[src/design/kv_store_cas_dedup_defines.svh]
// Assertion macros for the key/value store.
// Used by the top level only; no other dependencies.
`ifndef KV_STORE_CAS_DEDUP_DEFINES_SVH
`define KV_STORE_CAS_DEDUP_DEFINES_SVH
// implication checked on every edge outside reset
`define KV_ASSERT_IMP(label, clk, rstn, a, c) \
    label: assert property (@(posedge clk) disable iff (!rstn) (a) |-> (c)) \
        else $error("label failed");
// implication checked in the next cycle
`define KV_ASSERT_NEXT(label, clk, rstn, a, c) \
    label: assert property (@(posedge clk) disable iff (!rstn) (a) |=> (c)) \
        else $error("label failed");
`endif

[src/design/kvs_pkg.sv]
// Shared types and codes for the key/value store.
// No dependencies.
package kvs_pkg;
    localparam logic [2:0] CMD_GET = 3'd0;
    localparam logic [2:0] CMD_PUT = 3'd1;
    localparam logic [2:0] CMD_DEL = 3'd2;
    localparam logic [2:0] CMD_CAS = 3'd3;
    localparam logic [2:0] CMD_CAD = 3'd4;

    localparam logic [1:0] ST_EXEC   = 2'd0;
    localparam logic [1:0] ST_REPLAY = 2'd1;
    localparam logic [1:0] ST_FULL   = 2'd2;

    // search token passed cell to cell
    typedef struct packed {
        logic        act;
        logic [63:0] key;
        logic        found;
        logic [63:0] val;
        logic        has_free;
    } kvs_tok_t;

    // write command broadcast to all cells
    typedef struct packed {
        logic        wr;
        logic        erase;
        logic [63:0] key;
        logic [63:0] val;
    } kvs_upd_t;
endpackage

[src/design/kvs_cell.sv]
// One table entry: compares the passing search token and applies updates.
// Depends on kvs_pkg.
module kvs_cell (
    input  logic              aclk,
    input  logic              aresetn,
    input  kvs_pkg::kvs_tok_t tok_i,
    output kvs_pkg::kvs_tok_t tok_o,
    input  logic              sel_i,
    input  kvs_pkg::kvs_upd_t upd_i,
    output logic              free_o,
    output logic              hit_o
);
    logic        valid_reg;
    logic [63:0] key_reg;
    logic [63:0] val_reg;
    kvs_pkg::kvs_tok_t tok_reg;
    kvs_pkg::kvs_tok_t tok_next;
    logic        hit_reg;
    logic        match;

    assign match = tok_i.act && !tok_i.found && valid_reg && key_reg == tok_i.key;

    always_comb begin
        tok_next = tok_i;
        if (match) begin
            tok_next.found = 1'b1;
            tok_next.val = val_reg;
        end
        if (tok_i.act && !valid_reg)
            tok_next.has_free = 1'b1;
    end

    always_ff @(posedge aclk) begin
        if (!aresetn) begin
            valid_reg <= 1'b0;
            tok_reg <= '0;
            hit_reg <= 1'b0;
        end else begin
            tok_reg <= tok_next;
            if (tok_i.act)
                hit_reg <= match;
            if (sel_i) begin
                if (upd_i.erase) begin
                    valid_reg <= 1'b0;
                end else if (upd_i.wr) begin
                    valid_reg <= 1'b1;
                    key_reg <= upd_i.key;
                    val_reg <= upd_i.val;
                end
            end
        end
    end

    assign tok_o  = tok_reg;
    assign free_o = !valid_reg;
    assign hit_o  = hit_reg;
endmodule

[config.mk]
export PLATFORM = sky130hd
export DESIGN_NAME = kvs_cell
export DESIGN_NICKNAME = d
export VERILOG_FILES = /design/src/design/kv_store_cas_dedup_defines.svh /design/src/design/kvs_pkg.sv /design/src/design/kvs_cell.sv
export SDC_FILE = /design/constraint.sdc
export NUM_CORES = 1
export LEC_CHECK = 0
export ABC_AREA = 1
export BUFFER_PORTS_ARGS = -buffer_cell sky130_fd_sc_hd__buf_4
export CORE_MARGIN = 5
export CORE_UTILIZATION = 44
export CTS_BUF_LIST = sky130_fd_sc_hd__clkbuf_4 sky130_fd_sc_hd__clkbuf_8 sky130_fd_sc_hd__clkbuf_16
export CTS_CLUSTER_SIZE = 20
export DETAILED_ROUTE_END_ITERATION = 8
export GPL_ROUTABILITY_DRIVEN = 0
export PLACE_DENSITY_LB_ADDON = 0.3
export SLEW_MARGIN = 30
export SYNTH_ARGS = -nofsm -noshare
export SYNTH_HDL_FRONTEND = slang
export SYNTH_SLANG_ARGS = --single-unit
[constraint.sdc]
create_clock -name aclk -period 8.8 [get_ports aclk]
set_input_delay 2.2 -clock aclk [delete_from_list [all_inputs] [get_ports aclk]]
set_output_delay 2.2 -clock aclk [all_outputs]
set_load 0.02 [all_outputs]
==> flow_summary_export.csv, run 1 <==
group,metric,value,unit
outcome,status,"complete, no violations",
synthesis,synth_top_area_share,38.2,%
critical_path,worst-setup-path-type,"in -> reg",
synthesis,yosys_warnings,0,
power_and_ir_drop,share_seq_of_total_power,49.2,%
finish,largest_reg_flops,131,
global_route,met3_usage,7.37,%
cts,tritoncts_clock_tree,"done",
finish,final_layout_size_suffix_gt1_share,30.8,%
synthesis,synth_sequential_area_ratio,64.6,%
critical_path,critPathLaunchType,"input port",
hold_path,timing.hold.worst.class,"reg -> reg",
critical_path,cp_slowest_cell,"sky130_fd_sc_hd__buf_4",
finish,areaGrowthSynthToFinish,40.2,%
floorplan,ioPinCount,397,
timing,timing.setup.tns,0,ps
timing,final_period_minus_worst_setup_slack,4200,ps
finish,diodes,0,
floorplan,die_span_in_y,161,um
routing,wire_per_inst,16.3,um
finish,finalInstanceArea,0.0141,mm^2
timing,rsz0062_at_grt,"false",
cts,worstSkewPairLatency,520,ps
global_route,global_route.usage.total,21.7,%
floorplan,coreArea,0.0226,mm^2
power_and_ir_drop,power.share.switching,22.3,%
finish,final_net_count,1733,
finish,multi_input_logic_area,0.00262,mm^2
global_route,gr_util_met1,24.2,%
placement,io_buffer_count,396,
critical_path,crit_path_buffers_inverters,3,
placement,dp_hpwl,22200,um
global_route,overflow,0,
critical_path,end_kind,"register",
cts,cts.path.max_buffers,3,
cts,cts.reportedPaths.clkPinSlew,60,ps
routing,drcViolationCount,0,
timing,timing.final.hold_violations,0,
power_and_ir_drop,static_power_due_to_leakage,7.02,nW
routing,drt_first_pass_iters,7,
cts,cts_max_level,1,
routing,via_per_inst,4.54,
global_route,global_route.peak_usage_layer,"met2",
global_route,grt_pass1_vias,8258,
critical_path,path_cells,"buf_4, nand3_1, nor2_4, buf_16, buf_4",
synthesis,synthTopCellsByCount,"sky130_fd_sc_hd__nand2_1, sky130_fd_sc_hd__nor2_1, sky130_fd_sc_hd__inv_1",
synthesis,netlist-cell-type-count,23,
placement,dpl-instance-area,0.0132,mm^2
global_route,antenna_found_initial,2,
critical_path,path_delay_family,"buffers and inverters",
critical_path,worst_path_largest_cell_delay,670,ps
job,maxCapViolations,0,
floorplan,chipWidth,161,um
critical_path,worst-path-max-fanout,68,
floorplan,initial_utilization,44.6,%
critical_path,worst_ep_required_time,8940,ps
critical_path,path_common_cell,"sky130_fd_sc_hd__buf_4",
timing,worstMarginPinSlew,854,ps
cts,cts_setup_buffers,0,
timing,timing.max_slew.rel_slack,43.0,%
synthesis,synthesized_netlist_cell_count,1079,
power_and_ir_drop,power_frac_comb,11.0,%
finish,fill_cells,1882,
synthesis,synthesis.area,0.0101,mm^2
timing,timing.clock.skew,16.0,ps
global_route,grt_first_pass_wirelength,44300,um
power_and_ir_drop,power_density,193,mW/mm^2
synthesis,yosysMostFrequentCell,"sky130_fd_sc_hd__nand2_1",
power_and_ir_drop,p_int,2.12,mW
floorplan,floorplan.rows,55,
power_and_ir_drop,share_clk_of_total_power,39.9,%
synthesis,ys_top_cells_by_area,"sky130_fd_sc_hd__edfxtp_1, sky130_fd_sc_hd__dfxtp_1, sky130_fd_sc_hd__nand2_1",
critical_path,arrival,4340,ps
routing,drt.antenna.violating_nets,0,
timing,max_clock_freq,0.238,GHz
cts,clockRootBuffer,"sky130_fd_sc_hd__clkbuf_16",
timing,worst_hold_slack_after_final_layout,475,ps
cts,cts_num_sinks,261,
synthesis,synthesis.area_per_instance,9.33,um^2
synthesis,prevailing_post_synth_register_cell,"sky130_fd_sc_hd__dfxtp_1",
global_route,groute.layer.met2.usage,39.0,%
synthesis,syn_nets,1343,
power_and_ir_drop,vdd.ir_drop.worst,0.184,mV
power_and_ir_drop,p_sw,0.607,mW
routing,vias,8058,
synthesis,synth.ff_latch_count,261,
routing,detail_route.iter0.violations,391,
synthesis,async_reset_ff_share,0,%
global_route,grt_max_degree,69,
timing,finalMaxSlewViolations,0,
floorplan,floorplan.die_area,0.0260,mm^2
routing,totalWireLength,28900,um
timing,timing.final.setup_violations,0,
synthesis,post-synth-top-area-cell,"sky130_fd_sc_hd__edfxtp_1",
synthesis,synth-edff-count,128,
finish,final-seq-area,0.00651,mm^2
cts,cts_resized,0,
cts,cts_made_buffers,27,
cts,ctsHoldBuffers,0,
timing,timing.final.crit_share,47.7,%
==> cell usage in the layout (no fill, tap or decap), types with 2 or more instances in the layout <==
cell and count:
sky130_fd_sc_hd__nand4_1 66, sky130_fd_sc_hd__clkinv_1 7, sky130_fd_sc_hd__edfxtp_1 128, sky130_fd_sc_hd__clkbuf_8 2
sky130_fd_sc_hd__xor2_1 3, sky130_fd_sc_hd__nor2_4 5, sky130_fd_sc_hd__buf_4 403, sky130_fd_sc_hd__dfxtp_1 133
sky130_fd_sc_hd__inv_1 185, sky130_fd_sc_hd__or2_1 2, sky130_fd_sc_hd__nand3b_1 2, sky130_fd_sc_hd__clkbuf_16 27
sky130_fd_sc_hd__inv_2 3, sky130_fd_sc_hd__clkbuf_4 11, sky130_fd_sc_hd__nor2_1 189, sky130_fd_sc_hd__xnor2_1 36
sky130_fd_sc_hd__nand2_1 264, sky130_fd_sc_hd__a21oi_1 3, sky130_fd_sc_hd__nand3_1 9, sky130_fd_sc_hd__clkinvlp_4 3
==> worst paths after layout <==
path | start | endpoint | slack, ps | depth (start not counted)
worst max-delay path | aresetn | val_reg[25] | 4600 | 5
worst min-delay path | hit_o | hit_o | 470 | 2
worst max register to register | key_reg[11] | tok_o[41] | 6280 | 9
worst min register to register | hit_o | hit_o | 470 | 2
==> metrics by stage <==
stage | worst slack, ps | power, mW | instances | utilization [%]
after CTS | 4280 | 2.76 | 1772 | 62.4
after detailed placement | 3730 | 1.67 | 1724 | 58.6
final | 4600 | 2.73 | 1773 | 62.5
after global placement | 3770 | 1.66 | 1724 | 58.6
after global routing | 4440 | 2.84 | 1773 | 62.5
after floorplan | 103 | 1.49 | 1079 | -
==> per-layer routing <==
layer | routed length (um) | share of wire [%]
met3 | 2620 | 9.1
met5 | 24 | 0.083
met2 | 14400 | 50
met1 | 10800 | 37
met4 | 1040 | 3.6
==> area by class of cell <==
cell class                 instances  share of cell area [%]
clock buffer                      40                    5.57
clock inverter                     8                   0.488
inverter                         192                    5.11
multi-input combinational        583                    18.6
sequential                       261                    46.1
tap                              285                    2.53
timing repair buffer             404                    21.6
==> worst reg2reg max path: cells and delay by family (launching register included) <==
kind	cells	cell delay, ps
XOR/XNOR	1	300
flip-flops	1	390
buffers and inverters	1	520
AND/OR/NAND/NOR	7	1190
==> power groups by stage <==
stage,clock network [mW],registers [mW],logic [mW]
floorplan,0,1.41,0.0823
global route,1.17,1.35,0.327
global placement,0,1.37,0.295
CTS,1.12,1.34,0.301
finish,1.09,1.34,0.299
detailed placement,0,1.37,0.300
==> logic make-up after synthesis <==
kind of cell | share of synthesized area [%]
DFF | 64.6
AOI/OAI and AO/OA | 0.323
and+or+nand+nor | 22.0
buffers and inverters | 9.68
xor gates and xnor gates | 3.39
(Power assumes the default switching activity.)
==> inputs of run 2 (changes only) <==
==> constraint.sdc (replaced) <==
create_clock -name aclk -period 3.7 [get_ports aclk]
set_input_delay 0.925 -clock aclk [delete_from_list [all_inputs] [get_ports aclk]]
set_output_delay 0.925 -clock aclk [all_outputs]
set_load 0.02 [all_outputs]
==> run 2 against run 1 <==
  * Hold slack worse by 5.4 ps
  * Via count is 1.5% higher
  * Non-clock buffer count is 1 higher
  * Largest cell class unchanged
==> flow_summary_export.csv, run 2 (same netlist as run 1, synthesis figures left out) <==
group,metric,value,unit
finish,diodes,0,
floorplan,ioPinCount,397,
global_route,met3_usage,6.79,%
placement,post-place-ws,809,ps
timing,rsz0062_at_grt,"false",
cts,ctsHoldBuffers,0,
global_route,global_route.peak_usage_layer,"met2",
global_route,overflow,0,
global_route,grt_first_pass_wirelength,45200,um
floorplan,initial_utilization,44.6,%
timing,timing.final.setup_violations,0,
critical_path,worst_ep_required_time,4120,ps
hold_path,timing.hold.worst.class,"reg -> reg",
finish,most-common-layout-cells,"sky130_fd_sc_hd__buf_4, sky130_fd_sc_hd__nand2_1, sky130_fd_sc_hd__nor2_1, sky130_fd_sc_hd__inv_1, sky130_fd_sc_hd__dfxtp_1",
cts,cts.path.max_buffers,3,
cts,tritoncts_clock_tree,"done",
floorplan,chipWidth,161,um
floorplan,coreArea,0.0226,mm^2
global_route,gr_util_met1,25.9,%
timing,max_clock_freq,0.425,GHz
finish,finalInstanceArea,0.0143,mm^2
global_route,antenna_found_initial,1,
critical_path,critPathLaunchType,"input port",
floorplan,die_span_in_y,161,um
global_route,grt_pass1_vias,8272,
cts,cts_made_buffers,28,
floorplan,floorplan.rows,55,
routing,totalWireLength,29800,um
cts,cts_num_sinks,261,
finish,final-seq-area,0.00651,mm^2
routing,drcViolationCount,0,
cts,cts_resized,0,
timing,timing.setup.tns,0,ps
floorplan,floorplan.die_area,0.0260,mm^2
finish,final_net_count,1735,
critical_path,worst-path-max-fanout,65,
cts,worstSkewPairLatency,540,ps
finish,largest_reg_flops,131,
outcome,status,"complete, no violations",
timing,worstMarginPinSlew,740,ps
timing,final_ws_setup,1350,ps
global_route,grt_max_degree,70,
routing,via_per_inst,4.60,
placement,dp_hpwl,22600,um
routing,drt.antenna.violating_nets,0,
finish,fill_cells,1880,
placement,dpl-instance-area,0.0133,mm^2
timing,finalMaxSlewViolations,0,
critical_path,arrival,2770,ps
global_route,groute.layer.met2.usage,38.5,%
power_and_ir_drop,static_power_due_to_leakage,7.11,nW
critical_path,worst-setup-path-type,"in -> reg",
critical_path,end_kind,"register",
cts,cts_setup_buffers,0,
finish,multi_input_logic_area,0.00262,mm^2
cts,cts_max_level,1,
routing,drt_first_pass_iters,5,
finish,final_layout_size_suffix_gt1_share,31.2,%
timing,timing.final.crit_share,63.6,%
power_and_ir_drop,vdd.ir_drop.worst,0.339,mV
cts,cts.reportedPaths.clkPinSlew,60,ps
finish,areaGrowthSynthToFinish,41.8,%
finish,mostFrequentLayoutCell,"sky130_fd_sc_hd__buf_4",
timing,timing.clock.skew,14.5,ps
cts,clockRootBuffer,"sky130_fd_sc_hd__clkbuf_16",
global_route,global_route.usage.total,22.1,%
job,maxCapViolations,0,
routing,wire_per_inst,16.8,um
timing,final_period_minus_worst_setup_slack,2350,ps
routing,vias,8176,
placement,io_buffer_count,396,
timing,timing.final.hold_violations,0,
power_and_ir_drop,power_density,473,mW/mm^2
timing,timing.max_slew.rel_slack,50.7,%
routing,detail_route.iter0.violations,523,
run 2: final cells by class:
type / instances / area share, %
flip-flops and latches: 261 / 45.6
repair buffers: 405 / 21.6
multi-input cells: 583 / 18.4
clock buffers: 46 / 6.58
inverters: 192 / 5.05
well taps: 285 / 2.50
clock inverters: 6 / 0.298
run 2: worst paths after layout:
path                                   from        to  slack (ps)  cells past startpoint
worst min-delay path                  hit_o     hit_o         470                      2
worst max-delay path              tok_i[89]  tok_o[5]        1350                     10
worst max register to register  key_reg[23]  tok_o[5]        1480                      9
worst min register to register        hit_o     hit_o         470                      2
run 2: power by group:
group	total (mW)	internal, mW	leakage [nW]	switching (mW)
logic	0.717	0.357	4.34	0.359
registers	3.19	3.16	2.27	0.0383
clock network	2.85	1.73	0.499	1.12
total	6.76	5.25	7.11	1.52
run 2: per-layer routing:
| metal | vias up | part of all wire (%) |
|---|---|---|
| li1 | 4103 | - |
| met1 | 3675 | 38 |
| met2 | 337 | 50 |
| met3 | 59 | 9.1 |
| met4 | 2 | 3.5 |
| met5 | - | 0.067 |
run 2: worst max-delay path: stages:
cell and delay, ps:
sky130_fd_sc_hd__buf_4 120, sky130_fd_sc_hd__xnor2_1 320, sky130_fd_sc_hd__nand2_1 100, sky130_fd_sc_hd__nor2_1 110, sky130_fd_sc_hd__nand2_1 110, sky130_fd_sc_hd__nor2_4 80, sky130_fd_sc_hd__buf_4 550, sky130_fd_sc_hd__nand4_1 180
sky130_fd_sc_hd__nand2_1 150, sky130_fd_sc_hd__nor2_1 60
run 2: per-stage QoR:
step | power, mW | utilization [%] | hold WS [ps] | cells
finish | 6.76 | 63.3 | 469 | 1778
global route | 7.02 | 63.3 | 486 | 1778
CTS | 6.84 | 63.3 | 469 | 1778
detailed placement | 3.98 | 58.9 | 461 | 1726
global placement | 3.96 | 58.9 | 462 | 1726
floorplan | 3.55 | - | 467 | 1079
==> inputs of run 3 (changes only) <==
--- a/config.mk
+++ b/config.mk
@@ -8,7 +8,7 @@
 export ABC_AREA = 1
 export BUFFER_PORTS_ARGS = -buffer_cell sky130_fd_sc_hd__buf_4
 export CORE_MARGIN = 5
-export CORE_UTILIZATION = 44
+export CORE_UTILIZATION = 47
 export CTS_BUF_LIST = sky130_fd_sc_hd__clkbuf_4 sky130_fd_sc_hd__clkbuf_8 sky130_fd_sc_hd__clkbuf_16
 export CTS_CLUSTER_SIZE = 20
 export DETAILED_ROUTE_END_ITERATION = 8
==> constraint.sdc (replaced) <==
create_clock -name aclk -period 2.2 [get_ports aclk]
set_input_delay 0.55 -clock aclk [delete_from_list [all_inputs] [get_ports aclk]]
set_output_delay 0.55 -clock aclk [all_outputs]
set_load 0.02 [all_outputs]
==> run 3 against run 2 <==
  * Die area down 6.0%
  * First-iteration DRC count down 17%
  * Via count up 1.9%
  * Clock power up 57%
  * Clock-buffer cell count down 2
  * Critical path type is now reg -> reg
  * Critical endpoint is now tok_o[56]
  * Largest power group unchanged
  * Highest routed layer is now met4
==> flow_summary_export.csv, run 3 (same netlist as run 1, synthesis figures left out) <==
group,metric,value,unit
global_route,grt_max_degree,132,
critical_path,worst_ep_required_time,2610,ps
routing,drt.antenna.violating_nets,0,
cts,clockRootBuffer,"sky130_fd_sc_hd__clkbuf_16",
routing,vias,8335,
timing,timing.clock.skew,16.4,ps
cts,cts_num_sinks,261,
placement,place_inst,1728,
floorplan,floorplan.rows,53,
finish,diodes,0,
floorplan,ioPinCount,397,
finish,mostFrequentLayoutCell,"sky130_fd_sc_hd__buf_4",
critical_path,worst-r2r-cell-count,9,
hold_path,hold_start,"upd_i[108]",
hold_path,worstHoldEndpoint,"key_reg[44]",
timing,worst_hold_slack_after_final_layout,197,ps
global_route,overflow,0,
outcome,status,"complete, no violations",
cts,cts_made_buffers,27,
routing,totalWireLength,30600,um
placement,io_buffer_count,396,
power_and_ir_drop,vdd.ir_drop.worst,0.665,mV
floorplan,die_span_in_y,156,um
finish,finalInstanceArea,0.0144,mm^2
critical_path,worst-path-max-fanout,65,
cts,cts.path.max_buffers,3,
critical_path,worst-setup-path-type,"reg -> reg",
cts,worstSkewPairLatency,530,ps
job,maxCapViolations,0,
global_route,antenna_found_initial,0,
critical_path,r2r-start,"valid_reg",
routing,drcViolationCount,0,
floorplan,coreArea,0.0211,mm^2
finish,layoutNonFillerInstCount,1778,
hold_path,hold_depth,1,
timing,final_ws_setup,196,ps
critical_path,critPathLaunchType,"register",
timing,timing.final.hold_violations,0,
cts,cts.reportedPaths.clkPinSlew,60,ps
global_route,grt_first_pass_wirelength,44900,um
finish,final_core_util,68.1,%
timing,final_period_minus_worst_setup_slack,2000,ps
finish,areaGrowthSynthToFinish,42.6,%
global_route,grt_pass1_vias,8462,
timing,timing.max_slew.rel_slack,59.8,%
placement,dpl-instance-area,0.0134,mm^2
cts,ctsHoldBuffers,0,
finish,largest_reg_flops,131,
critical_path,arrival,2410,ps
critical_path,end_kind,"register",
timing,finalMaxSlewViolations,0,
hold_path,timing.hold.worst.class,"in -> reg",
timing,timing.final.crit_share,91.1,%
finish,most-common-layout-cells,"sky130_fd_sc_hd__buf_4, sky130_fd_sc_hd__nand2_1, sky130_fd_sc_hd__nor2_1, sky130_fd_sc_hd__inv_1, sky130_fd_sc_hd__dfxtp_1",
finish,final_layout_size_suffix_gt1_share,31.7,%
power_and_ir_drop,power_density,771,mW/mm^2
routing,drt_first_pass_iters,5,
timing,max_clock_freq,0.499,GHz
timing,timing.final.setup_violations,0,
cts,tritoncts_clock_tree,"done",
power_and_ir_drop,static_power_due_to_leakage,7.15,nW
floorplan,floorplan.die_area,0.0245,mm^2
routing,via_per_inst,4.69,
critical_path,startpoint,"valid_reg",
critical_path,worstReg2RegEnd,"tok_o[56]",
floorplan,initial_utilization,47.7,%
placement,dp_hpwl,23000,um
finish,final_net_count,1747,
timing,worstMarginPinSlew,602,ps
routing,detail_route.iter0.violations,436,
global_route,global_route.usage.total,23.6,%
floorplan,chipWidth,156,um
cts,cts_max_level,1,
routing,wire_per_inst,17.2,um
placement,post-place-ws,-67.7,ps
critical_path,rrSetupSlack,200,ps
-- run 3: worst max-delay path by stage --
stage / to / depth (start not counted)
after floorplan: key_reg[0] / 4
after global placement: tok_o[33] / 10
after detailed placement: tok_o[20] / 10
after CTS: tok_o[24] / 9
after global routing: tok_o[15] / 11
final: tok_o[56] / 9
-- run 3: stage by stage --
stage | TNS, ps | total power, mW
after floorplan | -127880 | 5.97
after global placement | -1550 | 6.69
after detailed placement | -881 | 6.72
after CTS | 0 | 11.2
after global routing | -9.89 | 11.5
final | 0 | 11.1
-- run 3: critical path: stages, from the launching register on --
cell,delay (ps)
sky130_fd_sc_hd__dfxtp_1,440
sky130_fd_sc_hd__nand2_1,100
sky130_fd_sc_hd__nor2_2,230
sky130_fd_sc_hd__nand3_1,160
sky130_fd_sc_hd__nand3b_1,220
sky130_fd_sc_hd__nor2_4,150
sky130_fd_sc_hd__buf_12,260
sky130_fd_sc_hd__nand4_1,150
sky130_fd_sc_hd__nand2_1,90
sky130_fd_sc_hd__nor2_1,40
-- run 3: repair_timing --
item / CTS / global route
endpoints found under the setup margin: 0 / 1
resized for setup: 0 / 1
endpoints found under the hold margin: 0 / 0
buffers inserted: 0 / 0
-- run 3: area by class of cell --
type	instances	area (um^2)
repair buffers	418	3260
fillers	1658	6730
clock inverters	5	26.3
inverters	192	721
clock buffers	44	863
well taps	275	344
flip-flops and latches	261	6510
multi-input cells	583	2640
-- run 3: power by group --
group	internal [mW]	switching (mW)	leakage [nW]	total [mW]
logic	0.620	0.618	4.43	1.24
registers	5.31	0.0638	2.27	5.37
clock network	2.68	1.79	0.450	4.47
-- run 3: routing by layer --
metal  vias up  track usage, %  wire length (um)
li1       4126               -                 -
met4         0            8.43              1190
met5         -               0                 0
met1      3795            26.6             11000
met3        69            6.89              2770
met2       345            42.5             15600
